`src/rtl/core/hb64_pkg.sv`:
```
// ----------------------------------------------------------------------------
// hb64_pkg
// Types, constants and character functions shared by the hex-to-base64 blocks.
// ----------------------------------------------------------------------------
package hb64_pkg;

	localparam int GROUP_W   = 24;
	localparam int NIBBLE_W  = 4;
	localparam int SEXTET_W  = 6;
	localparam int COUNT_W   = 3;
	localparam int MAX_CHARS = 5;
	localparam int GROUP_SEXTETS = 4;

	localparam logic [COUNT_W-1:0] FULL_DIGITS = 3'd5;
	localparam logic [COUNT_W-1:0] DONE_DIGITS = 3'd6;

	localparam logic [7:0] PAD_CHAR = 8'h3D;

	typedef logic [7:0] char_t;

	typedef struct packed {
		char_t [MAX_CHARS-1:0]  chars;
		logic  [COUNT_W-1:0]    count;
	} hb64_bundle_t;

	typedef struct packed {
		logic                ok;
		logic [NIBBLE_W-1:0] nibble;
	} hex_digit_t;

	// Hex digit of either case.
	function automatic hex_digit_t hex_decode(input char_t c);
		hex_digit_t r;
		r.ok     = 1'b0;
		r.nibble = '0;
		if (c >= 8'h30 && c <= 8'h39) begin
			r.ok     = 1'b1;
			r.nibble = 4'(c - 8'h30);
		end else if (c >= 8'h41 && c <= 8'h46) begin
			r.ok     = 1'b1;
			r.nibble = 4'(c - 8'h37);
		end else if (c >= 8'h61 && c <= 8'h66) begin
			r.ok     = 1'b1;
			r.nibble = 4'(c - 8'h57);
		end
		return r;
	endfunction

	// Base64 alphabet: A-Z, a-z, 0-9, '+', '/'.
	function automatic char_t b64_char(input logic [SEXTET_W-1:0] s);
		char_t v;
		char_t r;
		v = {2'b00, s};
		if (s < 6'd26)
			r = v + 8'h41;
		else if (s < 6'd52)
			r = v + 8'h47;
		else if (s < 6'd62)
			r = v - 8'h04;
		else if (s == 6'd62)
			r = 8'h2B;
		else
			r = 8'h2F;
		return r;
	endfunction

	// Base64 symbols that carry data for a group of n hex digits.
	function automatic logic [COUNT_W-1:0] sextets_for_digits(input logic [COUNT_W-1:0] n);
		logic [COUNT_W-1:0] r;
		case (n)
			3'd0:    r = 3'd0;
			3'd1:    r = 3'd1;
			3'd2:    r = 3'd2;
			3'd3:    r = 3'd2;
			3'd4:    r = 3'd3;
			default: r = 3'd4;
		endcase
		return r;
	endfunction

endpackage

```
`src/rtl/core/hb64_packer.sv`:
```
// ----------------------------------------------------------------------------
// hb64_packer
// Registers each input character, gathers hex digits into a 24-bit group and
// builds the set of output characters that the character causes.
// ----------------------------------------------------------------------------
module hb64_packer (
	input  logic                  clk,
	input  logic                  arst_n,
	input  hb64_pkg::char_t       symbol,
	input  logic                  end_of_stream,
	input  logic                  sym_valid,
	output logic                  sym_stall,
	input  logic                  drain_free,
	output logic                  bundle_load,
	output hb64_pkg::hb64_bundle_t bundle
);
	import hb64_pkg::*;

	logic                 valid_s1;
	char_t                symbol_s1;
	logic                 eos_s1;

	logic [GROUP_W-1:0]   group_q;
	logic [COUNT_W-1:0]   digits_q;

	logic [COUNT_W-1:0]   n;
	hex_digit_t           dec;
	logic                 is_hex;
	logic                 full;
	logic                 flushing;
	logic                 echo;
	logic [4:0]           shamt;
	logic [GROUP_W-1:0]   new_group;
	logic [GROUP_W-1:0]   flush_bits;
	logic [COUNT_W-1:0]   flush_n;
	logic [COUNT_W-1:0]   emit;
	logic                 advance;

	always_comb begin
		n          = (digits_q > FULL_DIGITS) ? FULL_DIGITS : digits_q;
		dec        = hex_decode(symbol_s1);
		is_hex     = dec.ok && !eos_s1;
		echo       = !eos_s1 && !dec.ok;
		shamt      = {FULL_DIGITS - n, 2'b00};
		new_group  = group_q | ({{(GROUP_W-NIBBLE_W){1'b0}}, dec.nibble} << shamt);
		full       = is_hex && (n == FULL_DIGITS);
		flushing   = !is_hex || full;
		flush_n    = full ? DONE_DIGITS : n;
		flush_bits = full ? new_group : group_q;
		emit       = sextets_for_digits(flush_n);

		bundle.chars = {MAX_CHARS{symbol_s1}};
		if (flush_n != '0) begin
			for (int i = 0; i < GROUP_SEXTETS; i++) begin
				if (3'(i) < emit)
					bundle.chars[i] = b64_char(flush_bits[GROUP_W-1-SEXTET_W*i -: SEXTET_W]);
				else
					bundle.chars[i] = PAD_CHAR;
			end
		end

		if (!flushing)
			bundle.count = 3'd0;
		else if (flush_n != '0)
			bundle.count = echo ? 3'd5 : 3'd4;
		else
			bundle.count = echo ? 3'd1 : 3'd0;
	end

	// An item that causes no output moves on even while the drain is busy.
	assign advance     = valid_s1 && ((bundle.count == '0) || drain_free);
	assign bundle_load = advance && (bundle.count != '0);
	assign sym_stall   = valid_s1 && !advance;

	always_ff @(posedge clk or negedge arst_n) begin
		if (!arst_n) begin
			valid_s1 <= 1'b0;
			group_q  <= '0;
			digits_q <= '0;
		end else begin
			if (!valid_s1 || advance) begin
				valid_s1 <= sym_valid;
			end
			if (advance) begin
				if (flushing) begin
					group_q  <= '0;
					digits_q <= '0;
				end else begin
					group_q  <= new_group;
					digits_q <= n + 3'd1;
				end
			end
		end
	end

	always_ff @(posedge clk) begin
		if (sym_valid && !sym_stall) begin
			symbol_s1 <= symbol;
			eos_s1    <= end_of_stream;
		end
	end

endmodule

```
`src/rtl/core/hb64_drain.sv`:
```
// ----------------------------------------------------------------------------
// hb64_drain
// Holds the characters of one input item and hands them out one per transfer.
// ----------------------------------------------------------------------------
module hb64_drain (
	input  logic                   clk,
	input  logic                   arst_n,
	input  logic                   bundle_load,
	input  hb64_pkg::hb64_bundle_t bundle,
	output logic                   drain_free,
	output hb64_pkg::char_t        out_char,
	output logic                   last,
	output logic                   char_valid,
	input  logic                   char_stall
);
	import hb64_pkg::*;

	char_t [MAX_CHARS-1:0] chars_q;
	logic  [COUNT_W-1:0]   left_q;
	logic                  xfer;

	assign char_valid = (left_q != '0);
	assign out_char   = chars_q[0];
	assign last       = (left_q == 3'd1);
	assign xfer       = char_valid && !char_stall;
	// Free when empty, or once the final character goes out in this cycle.
	assign drain_free = !char_valid || (last && !char_stall);

	always_ff @(posedge clk or negedge arst_n) begin
		if (!arst_n) begin
			left_q <= '0;
		end else if (bundle_load) begin
			left_q <= bundle.count;
		end else if (xfer) begin
			left_q <= left_q - 3'd1;
		end
	end

	always_ff @(posedge clk) begin
		if (bundle_load) begin
			chars_q <= bundle.chars;
		end else if (xfer) begin
			for (int i = 0; i < MAX_CHARS - 1; i++)
				chars_q[i] <= chars_q[i+1];
		end
	end

endmodule

```
`src/rtl/core/hex_text_to_base64_encoder.sv`:
```
// ----------------------------------------------------------------------------
// hex_text_to_base64_encoder
// Turns a stream of hex text into base64, echoing other characters.
// ----------------------------------------------------------------------------
// Input channel: symbol and end_of_stream, with sym_valid and sym_stall.
// Hex digits are packed six to a group; a full group gives four base64
// characters, and a non-hex character or end_of_stream flushes a partial group
// with '=' padding. A non-hex character is then echoed.
// Output channel: out_char and last, with char_valid and char_stall. last
// marks the final character caused by one input item.
// An accepted item is held in the input register; once the output shift
// register is free, its characters are loaded there and the first is offered.
// Items that give no output (hex digits before the sixth) are taken one per
// cycle while no earlier item waits on the output shift register. An item that
// gives characters holds that register until its last one is transferred, and
// the input register takes the next item meanwhile.
// When the receiver stalls, the output holds and the input stalls as soon as
// the input register is waiting on the output shift register.
// Reset clears the digit group, the digit count and both valid flags.
// ----------------------------------------------------------------------------
module hex_text_to_base64_encoder (
	input  logic            clk,
	input  logic            arst_n,
	input  hb64_pkg::char_t symbol,
	input  logic            end_of_stream,
	input  logic            sym_valid,
	output logic            sym_stall,
	output hb64_pkg::char_t out_char,
	output logic            last,
	output logic            char_valid,
	input  logic            char_stall
);
	import hb64_pkg::*;

	hb64_bundle_t bundle;
	logic         bundle_load;
	logic         drain_free;

	hb64_packer u_packer (
		.clk           (clk),
		.arst_n        (arst_n),
		.symbol        (symbol),
		.end_of_stream (end_of_stream),
		.sym_valid     (sym_valid),
		.sym_stall     (sym_stall),
		.drain_free    (drain_free),
		.bundle_load   (bundle_load),
		.bundle        (bundle)
	);

	hb64_drain u_drain (
		.clk         (clk),
		.arst_n      (arst_n),
		.bundle_load (bundle_load),
		.bundle      (bundle),
		.drain_free  (drain_free),
		.out_char    (out_char),
		.last        (last),
		.char_valid  (char_valid),
		.char_stall  (char_stall)
	);

	// A new set of characters never overwrites one still being sent.
	a_load_when_free: assert property (@(posedge clk) disable iff (!arst_n)
		bundle_load |-> drain_free)
		else $error("character set loaded while output busy");

	a_load_count: assert property (@(posedge clk) disable iff (!arst_n)
		bundle_load |-> (bundle.count != 3'd0 && bundle.count <= 3'd5))
		else $error("character set count out of range");

	// The output shows the loaded set on the next cycle.
	a_load_shows: assert property (@(posedge clk) disable iff (!arst_n)
		bundle_load |=> char_valid && (last == (($past(bundle.count)) == 3'd1)))
		else $error("loaded characters not presented");

endmodule
```
`config.mk`:
```
export PLATFORM = sky130hd
export DESIGN_NAME = hex_text_to_base64_encoder
export DESIGN_NICKNAME = d
export VERILOG_FILES = /design/src/rtl/core/hb64_pkg.sv /design/src/rtl/core/hb64_packer.sv /design/src/rtl/core/hb64_drain.sv /design/src/rtl/core/hex_text_to_base64_encoder.sv
export SDC_FILE = /design/constraint.sdc
export NUM_CORES = 1
export LEC_CHECK = 0
export BUFFER_PORTS_ARGS = -buffer_cell sky130_fd_sc_hd__buf_4
export CAP_MARGIN = 20
export CORE_MARGIN = 4
export CORE_UTILIZATION = 45
export DETAILED_ROUTE_END_ITERATION = 6
export MAX_ROUTING_LAYER = met4
export SLEW_MARGIN = 20
export SYNTH_ARGS = -nofsm -noshare
export SYNTH_HDL_FRONTEND = slang
export SYNTH_SLANG_ARGS = --single-unit
```
`constraint.sdc`:
```
create_clock -name clk -period 5.95 [get_ports clk]
set_input_delay 1.19 -clock clk [delete_from_list [all_inputs] [get_ports clk]]
set_output_delay 1.19 -clock clk [all_outputs]
set_load 0.02 [all_outputs]
```
After elaboration in Yosys (flattened, before gate mapping)
Cells that the tools add are included.

word-level totals
  bits of input ports = 13
  register bits = 80
  word-level logic and storage cells = 133

operators by class
  $lt $le $gt $ge = 23
  $add $sub $neg = 18
  shifts and indexed selects = 1
  reductions and logical operators = 31
  bitwise gates (word level) = 1
  mux-type cells = 38
  equality and inequality tests = 10

operators with widths
  cell                                                             count
  2-to-1 mux 8 bit                                                 16
  2-to-1 mux 32 bit                                                3
  adder 6 x 7 -> 8 bit (second input constant)                     8
  < comparator 6 bit (second input constant)                       8
  2-to-1 mux 24 bit                                                2
  2-to-1 mux 3 bit                                                 11
  subtractor 6 x 3 -> 7 bit (second input constant)                4
  equality test 6 bit (second input constant)                      4
  < comparator 6 x 5 -> 1 bit (second input constant)              4
  bitwise OR 24 bit                                                1
  left shift 4 x 5 -> 24 bit                                       1
  >= comparator 8 x 7 -> 1 bit (second input constant)             2
  less-or-equal comparator 8 x 7 -> 1 bit (second input constant)  2
  2-to-1 mux 5 bit                                                 3
  logical AND 1 bit                                                12
  case mux 3 bit (4 select lines)                                  1
  nonzero test 3 bit                                               3
  >= comparator 8 x 6 -> 1 bit (second input constant)             1
  less-or-equal comparator 8 x 6 -> 1 bit (second input constant)  1
  zero test 1 bit                                                  8
  subtractor 4 x 3 -> 4 bit (second input constant)                2
  equality test 3 x 1 -> 1 bit (second input constant)             2
  equality test 3 x 2 -> 1 bit (second input constant)             2
  equality test 3 bit (second input constant)                      2
  other kinds (12)                                                 19

Longest topological paths before layout
  depth in word-level cells = 18
  depth in mapped cells = 16
  mapped depth without buffers = 14

Hierarchy
Synthesis repeated with hierarchy kept, for this count alone.

second synthesis, totals
  cells, all modules = 592
  area total of the unflattened synthesis = 5664.2 sq um

by module, submodules not included
  module       seq. area each (sq um)  area each (sq um)  times used  cells an instance
  hb64_packer  970.9                   3776.1             1           479
  hb64_drain   1276.2                  1888.1             1           113

Worst setup path after synthesis
OpenSTA, ideal clock, no wires.

  path kind = reg2reg
  start point = register u_packer.symbol_s1[0]
  end point = register u_drain.chars_q (netlist bit u_drain.out_char[2]), data pin
  period minus slack after synthesis = 3.115 ns
  required time = 5.689 ns
  arrival time = 2.854 ns
  path slack = 2.835 ns
  stages on the path, launching flop included = 15
  library setup time = 0.261 ns
  cells stage by stage = edfxtp_1 inv_1 ha_1 or3b_2 a21oi_1 a21o_1 a31o_2 buf_2 inv_1 ha_1 nand2b_1 o21ai_0 a31oi_1 mux2i_1 a221o_1

on the way
  longest elaborated chain between the ends = 16
  elaborated cells between the ends (all ways) = 57
  those cells by class = add/sub (6); order compare (10); eq/ne (5); shift (1); mux (17); bitwise (1); reduce/logical (17)

RTL lines
  what                                                                                            RTL line           source
  start, declared                                                                                 hb64_packer.sv:20  char_t symbol_s1;
  start signal, assigned                                                                          hb64_packer.sv:98  symbol_s1 <= symbol;
  >= comparator 8 x 7 -> 1 bit / less-or-equal comparator 8 x 7 -> 1 bit (equally long branches)  hb64_pkg.sv:42     end else if (c >= 8'h61 && c <= 8'h66) begin
  logical AND 1 bit                                                                               hb64_pkg.sv:42
  2-to-1 mux 5 bit                                                                                hb64_pkg.sv:42
  2-to-1 mux 5 bit                                                                                hb64_pkg.sv:39     end else if (c >= 8'h41 && c <= 8'h46) begin
  2-to-1 mux 5 bit *                                                                              hb64_pkg.sv:36     if (c >= 8'h30 && c <= 8'h39) begin
  parallel branches: the longest is 10 deep, another holds subtractor 6 x 3 -> 7 bit              --
  2-to-1 mux 32 bit *                                                                             hb64_drain.sv:40   if (bundle_load) begin
  end signal, assigned                                                                            hb64_drain.sv:41   chars_q <= bundle.chars;
  end signal, assigned by index                                                                   hb64_drain.sv:44   chars_q[i] <= chars_q[i+1];
  end, declared                                                                                   hb64_drain.sv:18   char_t [MAX_CHARS-1:0] chars_q;

Every way passes the cells marked *.
A chain may end at the register's enable or synchronous reset.

Worst setup path in the final report
  start point = register u_packer.symbol_s1[0]
  end point = output port sym_stall

on the way
  longest elaborated chain between the ends = 16
  elaborated cells between the ends (all ways) = 29
  those cells by class = order compare (6); mux (8); reduce/logical (15)

RTL lines
  what                                                                                            RTL line                          source
  >= comparator 8 x 7 -> 1 bit / less-or-equal comparator 8 x 7 -> 1 bit (equally long branches)  hb64_pkg.sv:42
  logical AND 1 bit                                                                               hb64_pkg.sv:42
  2-to-1 mux 5 bit                                                                                hb64_pkg.sv:42
  2-to-1 mux 5 bit                                                                                hb64_pkg.sv:39
  2-to-1 mux 5 bit *                                                                              hb64_pkg.sv:36
  logical AND 1 bit                                                                               hb64_packer.sv:42                 is_hex = dec.ok && !eos_s1;
  logical AND 1 bit                                                                               hb64_packer.sv:46                 full = is_hex && (n == FULL_DIGITS);
  2-to-1 mux 3 bit                                                                                hb64_packer.sv:48                 flush_n = full ? DONE_DIGITS : n;
  nonzero test 3 bit                                                                              hb64_packer.sv:64                 else if (flush_n != '0)
  2-to-1 mux 3 bit                                                                                hb64_packer.sv:64
  2-to-1 mux 3 bit *                                                                              hb64_packer.sv:62                 if (!flushing)
  zero test 3 bit *                                                                               hb64_packer.sv:71                 assign advance = valid_s1 && ((bundle.count == '0) || drain_free);
  logical OR 1 bit *                                                                              hb64_packer.sv:71
  logical AND 1 bit *                                                                             hb64_packer.sv:71
  zero test 1 bit *                                                                               hb64_packer.sv:73                 assign sym_stall = valid_s1 && !advance;
  logical AND 1 bit *                                                                             hb64_packer.sv:73
  end, declared                                                                                   hex_text_to_base64_encoder.sv:27  output logic sym_stall,

Mark *: on every way between the ends. The rest lies on a longest branch, timed or not.

==> flow_summary.json <==
{
  "port_buffers": 23,
  "rsz0062_at_grt": "no",
  "grt_pass1_wl_um": 22400,
  "slew_headroom_pct": 31.4,
  "ys_types": 83,
  "synth_top_family_by_area": "compound AO/OA/AOI/OAI gates",
  "netlist_instances": 568,
  "hold_ws_ns": 0.511,
  "synth-seq-cells": 80,
  "switching_share_pct": 34.7,
  "finalCritPeriodShare_pct": 69.2,
  "drt-total-wl_um": 14000,
  "fin_setup_tns_ns": 0,
  "status": "finished, final reports clean",
  "die_x_um": 117,
  "vdd_drop_max_mv": 0.321,
  "start_util_pct": 46.3,
  "syn_avg_cell_area_um2": 9.35,
  "clk_transition_reported_paths_ns": 0.07,
  "firstDrtPassIters": 5,
  "critPathCaptureType": "primary output",
  "synth_area_leaders": "edfxtp_1 28%, dfrtp_1 15%, a21oi_1 5.8%, ha_1 4.7%, nor2_1 4.0%",
  "worstPathRequired_ns": 4.76,
  "drtIter0Drc": 307,
  "area_growth_pct": 8.22,
  "utilization_pct": 50.1,
  "num_io_pins": 24,
  "fmax_ghz": 0.243,
  "p_int_w": 0.00136,
  "seq_area_frac_synth_pct": 42.3,
  "min_path_cells": 2,
  "p_sw_w": 0.000725,
  "cts.sinks": 80,
  "finalSetupViolations": 0,
  "regToRegSetupSlack_ns": 2.11,
  "fillers": 1069,
  "num-nets-final": 592,
  "worstSetupStartpointType": "register",
  "vias_per_cell": 6.13,
  "grt_remaining_overflow": 0,
  "htree_levels": 3,
  "routabilityCongestion": 0.904,
  "holdCritPathClass": "register to register",
  "n_antenna_cell": 0,
  "wl_per_cell_um": 19.8,
  "cp.arrival_ns": 2.93,
  "power_density_nw_per_um2": 363,
  "synth_top_area_share_pct": 27.7,
  "root_buffer": "clkbuf_16",
  "fin_skew_ns": 0.00920,
  "grt_max_degree": 38,
  "synth_edf_count": 49,
  "drc_errors": 0,
  "async_flop_share_pct": 38.8,
  "vias": 4332,
  "antenna_found_initial": 0,
  "power_frac_seq_pct": 43.1,
  "placed_cells": 691,
  "worst-slew-pin-transition_ns": 1.02,
  "crit_path_max_fanout": 21,
  "hold_viol_final": 0,
  "clkLatencyLatePin_ns": 0.35,
  "path_class": "register to primary output",
  "dieArea_um2": 13600,
  "synth-xor-area-share_pct": 0.495,
  "yosys.area_share.adder_pct": 4.71,
  "finalPower_w": 0.00209,
  "yosysWarnings": 0,
  "synth.area.mux_share_pct": 2.07,
  "syn-cell-area_um2": 5310,
  "core_um2": 11500,
  "layout_min_cycle_time_ns": 4.12,
  "die-height_um": 117,
  "slew_violations": 0,
  "cts_tree": "done",
  "cts_max_path_buffers": 2,
  "power_leakage_nw": 2.26,
  "drv_cap": 0,
  "ctsResizeCount": 0,
  "postCtsSetupBuffers": 0,
  "finalNonFillerCells": 707,
  "hpwlAfterDp_um": 10400,
  "detail-route-antenna-nets": 0,
  "synth-compound-area-share_pct": 27.3,
  "grt_pass1_vias": 4083,
  "synth_ff_type": "edfxtp_1",
  "combPwrFrac_pct": 29.9,
  "rows": 39,
  "postCtsHoldBufs": 0,
  "cts_buffers": 9,
  "yosysTopAreaCell": "edfxtp_1",
  "syn-num-nets": 601,
  "synth-simple-area-share_pct": 16.8,
  "p_clk_share_pct": 27.0,
  "grt_usage_pct": 22.4,
  "reg2reg_depth": 10,
  "drive_gt1_share_pct": 14.0
}
## critical path: stages (launching register included)
cell and delay [ns]:
edfxtp_1 0.55, inv_1 0.17, ha_1 0.27, nand2b_1 0.10, o21ai_1 0.10, o21ai_2 0.81
nand2_1 0.16, and3_1 0.25, buf_4 0.16
## flip-flops by register name, indices dropped and copies added, names as in the netlist
name and cells:
u_drain.chars_q 32, u_packer.group_q 24, u_drain.out_char 8, u_packer.symbol_s1 8, u_drain.left_q 3, u_packer.digits_q 3
u_packer.eos_s1 1, u_packer.valid_s1 1
## final timing paths
| kind | start | to |
|---|---|---|
| max reg2reg | u_packer.symbol_s1[0] | u_drain.chars_q[18] |
| max | u_packer.symbol_s1[0] | sym_stall |
| min | u_packer.group_q[19] | u_packer.group_q[19] |
| min in group asynchronous | arst_n | u_packer.group_q[8] |
| max in group asynchronous | arst_n | u_packer.group_q[23] |
| min reg2reg | u_packer.group_q[19] | u_packer.group_q[19] |
## cells in the final DEF, fill, tap and decap left out, drive strengths merged, types with 4 or more instances in the layout
cell type	instances
dfrtp	31
ha	20
edfxtp	49
nand2	50
o21ai	38
or3	4
o22ai	14
a31oi	17
o211ai	6
buf	27
clkbuf	9
nor3	20
nor2b	4
inv	23
nand2b	8
nand3	15
a21o	11
a31o	7
a211oi	6
and2	5
a21oi	65
o21a	4
mux2i	6
nor2	57
## per-layer routing
metal  GRT usage [%]  up-vias  wire, µm
li1                -     2097         -
met1            30.2     2063      6350
met2            34.0      140      6520
met3            3.47       32       767
met4            9.17        0       336
met5               -        -         0
## stage by stage
step | cell area [µm²] | setup WS [ns]
after floorplan | 5310 | 2.84
after global placement | 5440 | 2.19
after detailed placement | 5440 | 2.14
after CTS | 5750 | 1.86
after global routing | 5750 | 1.65
final | 5750 | 1.83
## final cells by class
type                            count  area [µm²]  share of cell area, %
Sequential cell                    80        2250                   39.1
Multi-Input combinational cell    420        2740                   47.6
Inverter                           21        78.8                   1.37
Clock buffer                        9         225                   3.92
Clock inverter                      7        78.8                   1.37
Timing Repair Buffer               27         203                   3.53
Tap cell                          143         179                   3.11
## cells in the mapped netlist, drive strengths merged (3+ instances only)
library cell and n:
o2111ai 3, mux2i 6, a2111oi 3, xnor2 3, a211oi 6, nand3 15
nor3 20, a211o 3, o211ai 6, mux2 3, and3 3, o311ai 3
a31o 7, dfrtp 31, or2 3, nand2 50, a21o 11, o22ai 14
inv 21, edfxtp 49, nand2b 8, a21oi 65, clkbuf 20, nor2 57
a31oi 17, and2 5, or3 4, nand4 3, buf 27, o41ai 3
a32o 3, o31ai 3, nor2b 4, o21ai 38, ha 20, o21a 4
## power groups by stage
stage	clock (W)	sequential, W	combinational [W]
3_5_place_dp	0	0.000910	0.000630
4_1_cts	0.000576	0.000900	0.000631
2_1_floorplan	0	0.000868	0.000490
5_1_grt	0.000598	0.000916	0.000698
3_3_place_gp	0	0.000911	0.000627
6_report	0.000564	0.000900	0.000625
## logic make-up after synthesis
family / count (synthesis)
compound gates: 207
flops: 80
simple gates: 181
buf+inv: 68
xor+xnor: 3
mux: 9
fa+ha+maj: 20
Power figures use the tool's default switching activity.
